===== config.mk =====
export PLATFORM = sky130hd
export DESIGN_NAME = c2p_sqrt_cell
export DESIGN_NICKNAME = d
export VERILOG_FILES = /design/src/hw/rtl/c2p_pkg.sv /design/src/hw/rtl/c2p_sqrt_cell.sv
export SDC_FILE = /design/constraint.sdc
export NUM_CORES = 1
export LEC_CHECK = 0
export BUFFER_PORTS_ARGS = -buffer_cell sky130_fd_sc_hd__buf_4
export CAP_MARGIN = 20
export CORE_MARGIN = 10
export CORE_UTILIZATION = 30
export CTS_CLUSTER_DIAMETER = 100
export DETAILED_ROUTE_END_ITERATION = 8
export PLACE_DENSITY = 0.56
export SYNTH_ARGS = -nofsm -noshare
export SYNTH_HDL_FRONTEND = slang
export SYNTH_SLANG_ARGS = --single-unit

===== constraint.sdc =====
create_clock -name clk -period 8.13 [get_ports clk]
set_input_delay 0.813 -clock clk [delete_from_list [all_inputs] [get_ports clk]]
set_output_delay 0.813 -clock clk [all_outputs]
set_load 0.01 [all_outputs]

===== src/hw/rtl/c2p_pkg.sv =====
package c2p_pkg;

	localparam int CORDIC_STEPS = 28;
	// CORDIC datapath: coordinates sit at 2^60 scale, gain and sqrt(2) need two more bits
	localparam int CORDIC_FRAC = 60;
	localparam int CORDIC_W = 62;
	localparam int Z_W = 32;
	localparam int MAG_W = 16;
	localparam int ANG_W = 16;
	localparam int OUT_TDATA_W = MAG_W + ANG_W;

	localparam logic [Z_W-1:0] ANG_HALF = 32'h8000_0000;
	localparam logic [Z_W-1:0] ANG_RND = 32'h0000_8000;
	localparam logic [MAG_W-1:0] MAG_MAX = 16'hFFFF;

	// atan(2^-i) in units of 2^-32 turn
	localparam logic [Z_W-1:0] ATAN_TAB [CORDIC_STEPS] = '{
		32'd536870912, 32'd316933406, 32'd167458907, 32'd85004756, 32'd42667331,
		32'd21354465, 32'd10679838, 32'd5340245, 32'd2670163, 32'd1335087,
		32'd667544, 32'd333772, 32'd166886, 32'd83443, 32'd41722,
		32'd20861, 32'd10430, 32'd5215, 32'd2608, 32'd1304,
		32'd652, 32'd326, 32'd163, 32'd81, 32'd41,
		32'd20, 32'd10, 32'd5
	};

	typedef struct packed {
		logic signed [CORDIC_W-1:0] cx;
		logic signed [CORDIC_W-1:0] cy;
		logic [Z_W-1:0] z;
		logic org;
	} cordic_t;

endpackage


===== src/hw/rtl/c2p_sqrt_cell.sv =====
module c2p_sqrt_cell
	import c2p_pkg::*;
#(
	parameter int SW = 32,
	parameter int STEP = 0
) (
	input  logic          clk,
	input  logic          en,
	input  logic [SW-1:0] rem_d,
	input  logic [SW-1:0] res_d,
	output logic [SW-1:0] rem_q,
	output logic [SW-1:0] res_q
);

	localparam logic [SW-1:0] BIT = SW'(1) << (SW - 2 - 2 * STEP);

	logic [SW-1:0] trial;
	logic [SW-1:0] rem_n;
	logic [SW-1:0] res_n;

	always_comb begin
		trial = res_d + BIT;
		if (rem_d >= trial) begin
			rem_n = rem_d - trial;
			res_n = (res_d >> 1) + BIT;
		end else begin
			rem_n = rem_d;
			res_n = res_d >> 1;
		end
	end

	always_ff @(posedge clk) begin
		if (en) begin
			rem_q <= rem_n;
			res_q <= res_n;
		end
	end

endmodule


==> impl_metrics.ini <==
[die]
start_util_pct = 31.0
die_w_um = 140
die-area_mm2 = 0.0197
core.rowCount = 43
coreArea_mm2 = 0.0140
pin_count = 130
dieHeight_um = 140

[global_routing]
track_usage_pct = 13.0
grt_pass1_wl_um = 20600
grt_overflow = 0
grt_pass1_vias = 3916
grt_max_degree = 65
antenna_found_initial = 0

[hold_path]
holdPathStages = 1
hold_path_class = input port to flop

[final_layout]
diodes = 0
drive_gt1_share_pct = 27.7
area_growth_pct = 31.8
nets = 668
fin_util_pct = 40.9
fillers = 1421

[power]
p_leak_nw = 2.56
vdd_ir_drop_max_uv = 101
p_per_area_mw_per_mm2 = 197

[worst_setup_path]
crit_chain = buf_4, inv_1, ha_1, fa_1, nor2b_1, o31a_1, o221ai_1, a21boi_2, o211ai_4, nand2_1, buf_4, and2_1, nor2_1
worstPathBufferInverterCount = 3
required_ns = 8.23
crit_type = input port to flop
crit_path_top_delay_cell = fa_1
start_kind = input port
worstPathMaxFanout = 42
cpPeakStageDelay_ns = 0.42
cp_num_cells = 13
critPathMostFrequentCell = buf_4
end_kind = flop
crit_arrival_ns = 3.51
crit_family = compound AO/OA/AOI/OAI gates

[timing]
rsz0062_at_grt = false
setup_violations = 0
finalMaxSlewViolations = 0
period_needed_ns = 3.41
hold_viol = 0
fmax_mhz = 293
relSlewSlack_pct = 42.9
setup_tns_ns = 0
worst_slew_pin_slew_ns = 0.857
fin_crit_sh_pct = 42.0

[outcome]
run_status = finished, final reports clean

[place]
gp_congestion = 0.778
portBuffers = 129
dp_hpwl_um = 10100

[detailed_routing]
postRouteAntennaNets = 0
drc_errors = 0
firstDrtPassIters = 4
wire_per_inst_um = 17.1
via_per_inst = 4.95
routed_wirelength_um = 12900
drt-initial-drc-count = 201
vias = 3729

[synth]
synthDistinctLibCells = 58
yosys.area.top_type = edfxtp_1
synth_top_cells_by_area = edfxtp_1 (44%), ha_1 (9.2%), a21oi_1 (4.6%)
synth.most_common_cell = edfxtp_1
synthesis.area_mm2 = 0.00435
ys_seq_area_share_pct = 44.2
synth_cells = 442
synth_edf_count = 64
async_flop_share_pct = 0
synth_fp_nets = 541
avgSynthCellArea_um2 = 9.85
yosysWarnings = 0
ys_top_cells_by_count = edfxtp_1 (64), nor2_1 (43), inv_1 (41)
ys.flop_type = edfxtp_1
synth_top_area_share_pct = 44.2
synth_seq_cells = 64

[clock_tree]
cts_tree = yes
numCtsBuffers = 9
hold_buffers = 0
clockBufferDepth = 2
path_clk_slew_ns = 0.06
clock-sinks = 64
ctsHtreeMaxLevel = 3
root_buffer = clkbuf_16
postCtsSetupRepairBufs = 0
cts.repair.resized = 0

[run]
cap_violations = 0
==> worst paths after layout <==
path / slack, ns / end / start
hold / removal: 0.65 / res_q[20]$_DFFE_PP_ / res_d[21]
setup / recovery: 4.72 / res_q[30]$_DFFE_PP_ / rem_d[0]
==> layout by cell type, fill, tap and decap left out, types with 2 or more instances in the layout <==
cell type and count:
a22oi_1 2, nand2_1 39, o21a_1 4, a21boi_0 5
nor2_1 43, a211oi_1 7, o21bai_1 4, inv_1 41
clkinv_2 2, xnor2_1 14, a31oi_1 8, nand3_1 12
nor3_1 4, o21ai_0 14, clkinv_1 2, a21oi_1 40
and4_1 2, and3_1 9, nor2b_1 6, or4_1 2
clkinvlp_4 2, or2_2 2, o2111ai_1 2, o211ai_1 2
nand4_1 6, a21o_1 14, a21oi_2 3, o21ai_1 6
buf_4 130, nand2b_1 4, o31ai_1 3, ha_1 32
edfxtp_1 64, a2111o_1 2, clkbuf_16 9, xor2_1 9
==> area by class of cell <==
type,count,area [um^2],area share (%)
Multi-Input combinational cell,323,2170,37.9
Sequential cell,64,1920,33.5
Timing Repair Buffer,130,976,17.0
Clock buffer,9,225,3.92
Tap cell,180,225,3.92
Inverter,41,154,2.68
Clock inverter,7,62.6,1.09
==> logic make-up (layout without fill, tap and decap cells) <==
family	count (synthesis)	count (layout)	share of synthesized area, %
buffers and inverters	55	187	5.92
and+or+nand+nor	135	135	14.9
DFF	64	64	44.2
muxes	1	1	0.259
adders and majority gates	33	33	9.66
AOI/OAI and AO/OA	131	131	20.5
xor gates and xnor gates	23	23	4.63
==> sequential cells by signal, summed over array words and instances (netlist names) <==
register  count
res_q        32
rem_q        32
==> per-layer routing <==
metal  global-route usage [%]  wire (um)  vias to the layer above
met4                     4.73        195                        0
met3                     4.09        778                       12
met5                        0          0                        -
li1                         -          -                     1878
met2                     20.2       5840                       99
met1                     16.4       6090                     1740
==> per-stage QoR <==
stage | cell area [um^2] | power (mW) | setup WS, ns | cells | hold WS, ns
after floorplan | 4350 | 0.628 | 5.00 | 442 | 0.912
after global placement | 5450 | 0.763 | 4.45 | 738 | 1.00
after detailed placement | 5450 | 0.763 | 4.34 | 738 | 1.00
after CTS | 5740 | 1.15 | 4.71 | 754 | 0.640
after global routing | 5740 | 1.20 | 4.39 | 754 | 0.643
final | 5740 | 1.13 | 4.72 | 754 | 0.654
==> power by group <==
part	switching (mW)	internal (mW)
registers	0.0108	0.413
clock network	0.144	0.234
logic	0.181	0.148
(Power assumes the default switching activity.)
