### config.mk
export PLATFORM = sky130hd
export DESIGN_NAME = c2p_cordic_cell
export DESIGN_NICKNAME = d
export VERILOG_FILES = /design/src/hw/rtl/c2p_pkg.sv /design/src/hw/rtl/c2p_cordic_cell.sv
export SDC_FILE = /design/constraint.sdc
export NUM_CORES = 1
export LEC_CHECK = 0
export ABC_AREA = 0
export BUFFER_PORTS_ARGS = -buffer_cell sky130_fd_sc_hd__buf_2
export CORE_MARGIN = 3
export CORE_UTILIZATION = 41
export CTS_BUF_LIST = sky130_fd_sc_hd__clkbuf_4
export CTS_CLUSTER_DIAMETER = 200
export DETAILED_ROUTE_END_ITERATION = 16
export GPL_TIMING_DRIVEN = 0
export HOLD_SLACK_MARGIN = 0.15
export PLACE_DENSITY_LB_ADDON = 0.25
export SLEW_MARGIN = 20
export SYNTH_ARGS = -nofsm -noshare
export SYNTH_HDL_FRONTEND = slang
export SYNTH_SLANG_ARGS = --single-unit
### constraint.sdc
create_clock -name clk -period 6.5 [get_ports clk]
set_input_delay 0.975 -clock clk [delete_from_list [all_inputs] [get_ports clk]]
set_output_delay 0.975 -clock clk [all_outputs]
set_load 0.1 [all_outputs]
### src/hw/rtl/c2p_pkg.sv
package c2p_pkg;

	localparam int CORDIC_STEPS = 28;
	// CORDIC datapath: coordinates sit at 2^60 scale, gain and sqrt(2) need two more bits
	localparam int CORDIC_FRAC = 60;
	localparam int CORDIC_W = 62;
	localparam int Z_W = 32;
	localparam int MAG_W = 16;
	localparam int ANG_W = 16;
	localparam int OUT_TDATA_W = MAG_W + ANG_W;

	localparam logic [Z_W-1:0] ANG_HALF = 32'h8000_0000;
	localparam logic [Z_W-1:0] ANG_RND = 32'h0000_8000;
	localparam logic [MAG_W-1:0] MAG_MAX = 16'hFFFF;

	// atan(2^-i) in units of 2^-32 turn
	localparam logic [Z_W-1:0] ATAN_TAB [CORDIC_STEPS] = '{
		32'd536870912, 32'd316933406, 32'd167458907, 32'd85004756, 32'd42667331,
		32'd21354465, 32'd10679838, 32'd5340245, 32'd2670163, 32'd1335087,
		32'd667544, 32'd333772, 32'd166886, 32'd83443, 32'd41722,
		32'd20861, 32'd10430, 32'd5215, 32'd2608, 32'd1304,
		32'd652, 32'd326, 32'd163, 32'd81, 32'd41,
		32'd20, 32'd10, 32'd5
	};

	typedef struct packed {
		logic signed [CORDIC_W-1:0] cx;
		logic signed [CORDIC_W-1:0] cy;
		logic [Z_W-1:0] z;
		logic org;
	} cordic_t;

endpackage

### src/hw/rtl/c2p_cordic_cell.sv
module c2p_cordic_cell
	import c2p_pkg::*;
#(
	parameter int STEP = 0
) (
	input  logic    clk,
	input  logic    en,
	input  cordic_t d,
	output cordic_t q
);

	logic signed [CORDIC_W-1:0] dx;
	logic signed [CORDIC_W-1:0] dy;
	cordic_t nxt;

	always_comb begin
		dx = d.cx >>> STEP;
		dy = d.cy >>> STEP;
		nxt = d;
		// rotate toward the x axis by the sign of y
		if (d.cy[CORDIC_W-1]) begin
			nxt.cx = d.cx - dy;
			nxt.cy = d.cy + dx;
			nxt.z = d.z - ATAN_TAB[STEP];
		end else begin
			nxt.cx = d.cx + dy;
			nxt.cy = d.cy - dx;
			nxt.z = d.z + ATAN_TAB[STEP];
		end
	end

	always_ff @(posedge clk) begin
		if (en) begin
			q <= nxt;
		end
	end

endmodule

==> metrics.cfg <==
[timing]
hold_viol_final = 0
setup_tns_ns = 0
rsz0062_at_grt = no
period_minus_slack_ns = 4.44
maxSlewHeadroom = 0.233
final_max_slew_viol_count = 0
tightest_slew_ns = 1.15
max_freq_mhz = 225
setup_viol = 0
period_share = 0.684

[clocking]
cts.clk_slew.worst_paths_ns = 0.15
cts_resized = 0
ctsHoldBuffers = 0
cts_buffers = 17
cts_root_buf = clkbuf_4
cts_tree = built
post_cts_buffers = 0
clkSinkCount = 156
htreeDepth = 4
clk_path_buf_depth = 2

[synth]
ys_top_cells_by_area = edfxtp_1 27%, ha_1 15%, a21oi_1 8.0%
postSynthCellCount = 2023
yosysSeqAreaShare = 0.274
yosysWarnings = 0
yosysTopAreaCell = edfxtp_1
synth_commonest_cells = 273 x a21oi_1, 199 x ha_1, 180 x inv_1, 163 x nor2_1, 156 x edfxtp_1
synth_edf_count = 156
synthFlopType = edfxtp_1
synthArstFlopShare = 0
ys_seq_elements = 156
synth_top_cell_area_share = 0.274
synth.avg_cell_area_um2 = 8.44
synth.most_common_cell = a21oi_1
synth_cell_types = 106
synth.cell_area_um2 = 17100
syn_nets = 2385

[die]
start_util = 0.416
rows = 74
die_h_um = 210
pin_count = 316
die_w_um = 210
core_um2 = 41000
die_area_um2 = 44100

[routing]
firstDrtPassIters = 6
wl_per_cell_um = 24.1
drc = 0
drt-total-wl_um = 70000
vias = 17400
ant_nets = 0
drtIter0Drc = 1913
viasPerCell = 5.98

[final_layout]
nFillCells = 4136
post-route-util = 0.479
reg.largest.list = q: 156 flops
largest_reg_flops = 156
regArea_um2 = 4680
stdcell_area_um2 = 19700
drive_gt1_frac = 0.197
top_register = q
nets = 2720
final_cells = 2907
syn2layout_area_growth_pct = 15.2
multiInputGateArea_um2 = 11100

[power]
power_mw = 4.82
ir_worst_vdd_uv = 170
p_leak_nw = 8.56
cellPowerDensity_nw_per_um2 = 245

[worst_setup_path]
worstSetupPathType = input pin to flip-flop
cpMostUsedCell = buf_2
critPathCaptureType = flip-flop
critPathTopFamily = compound AO/OA/AOI/OAI gates
arrival_ns = 4.91
start_kind = input pin
critPathMaxFanout = 10
cp.required_ns = 6.96
slowest_stage = o21ai_1
path_cells = buf_2 -> inv_1 -> ha_1 -> buf_2 -> nand4_1 -> o21bai_1 -> a21oi_1 -> nor2_1 -> o211ai_1 -> a311oi_2 -> o21ai_1 -> a2111oi_0 -> nor3_1 -> xnor2_1
critPathMaxStageDelay_ns = 0.67
crit_buf_inv = 3

[placement]
globalplace.congestion = 1.06
dp_hpwl_um = 56800
io_buffers = 315
placed_area_um2 = 19300
dp.cells = 2871

[global_routing]
antenna_found_initial = 2
grt_max_degree = 97
grtUsageTotal = 0.309
grt_pass1_vias = 16700
grt_pass1_wl_um = 104000
overflow = 0

[min_path]
min_from = d[7]
worstHoldPathCells = 1
holdCritPathClass = input pin to flip-flop
holdPathEnd = q[7]$_DFFE_PP_

[run_status]
status = complete, no violations

[job]
cap_violations = 0

==> power breakdown <==
part | switching (mW) | internal (mW)
Clock | 0.441 | 0.242
Sequential | 0.0469 | 1.31
Combinational | 2.17 | 0.610
Total | 2.65 | 2.17
==> area by class of cell <==
| cell class | instances | share of cell area |
|---|---|---|
| Antenna cell | 4 | 0.000509 |
| Buffer | 95 | 0.0265 |
| Clock buffer | 17 | 0.00649 |
| Clock inverter | 15 | 0.00891 |
| Inverter | 200 | 0.0382 |
| Multi-Input combinational cell | 1572 | 0.565 |
| Sequential cell | 156 | 0.238 |
| Tap cell | 532 | 0.0339 |
| Timing Repair Buffer | 316 | 0.0821 |
==> cell usage in the layout, fill, tap and decap left out, types with 11 or more instances in the layout <==
| master | count |
|---|---|
| buf_2 | 343 |
| a21oi_1 | 273 |
| ha_1 | 199 |
| inv_1 | 180 |
| nor2_1 | 163 |
| edfxtp_1 | 156 |
| xnor2_1 | 112 |
| nand2_1 | 110 |
| o21ai_0 | 102 |
| o21bai_1 | 59 |
| clkbuf_1 | 43 |
| a21o_1 | 37 |
| nor3_1 | 37 |
| nand3_1 | 34 |
| nand4_1 | 33 |
| o21a_1 | 30 |
| nor4_1 | 27 |
| mux2i_1 | 26 |
| o31ai_1 | 24 |
| a211oi_1 | 22 |
| o21ai_1 | 21 |
| nor2b_1 | 19 |
| o211ai_1 | 19 |
| clkbuf_4 | 17 |
| nand2b_1 | 16 |
| inv_2 | 11 |
==> worst max-delay path by stage <==
stage               cells past startpoint              end   from
global route                           14  q[88]$_DFFE_PP_  d[42]
CTS                                    14  q[88]$_DFFE_PP_  d[42]
floorplan                              12  q[69]$_DFFE_PP_  d[33]
finish                                 14  q[88]$_DFFE_PP_  d[42]
global placement                       14  q[88]$_DFFE_PP_  d[42]
detailed placement                     14  q[88]$_DFFE_PP_  d[42]
==> stage by stage <==
step	setup WS, ns	hold WS (ns)
2_1_floorplan	2.87	1.07
3_3_place_gp	1.55	1.15
3_5_place_dp	1.60	1.15
4_1_cts	2.45	0.299
5_1_grt	2.27	0.310
6_report	2.06	0.415
==> metal layers <==
metal / wire length, um / vias to the layer above / global-route usage
met3: 6030 / 128 / 0.0679
met5: 0 / - / 0
met2: 31700 / 952 / 0.492
met1: 30300 / 8309 / 0.419
li1: - / 7990 / -
met4: 2000 / 0 / 0.101
==> logic make-up (layout without fill, tap and decap cells) <==
kind of cell / after synthesis / count (layout) / share of synthesized area
xor+xnor: 120 / 120 / 0.0616
compound gates: 721 / 721 / 0.279
mux: 28 / 28 / 0.0166
buf+inv: 295 / 643 / 0.0745
fa+ha+maj: 203 / 203 / 0.151
simple gates: 500 / 500 / 0.143
other cells: 0 / 4 / 0
flops: 156 / 156 / 0.274
(Power assumes the default switching activity.)
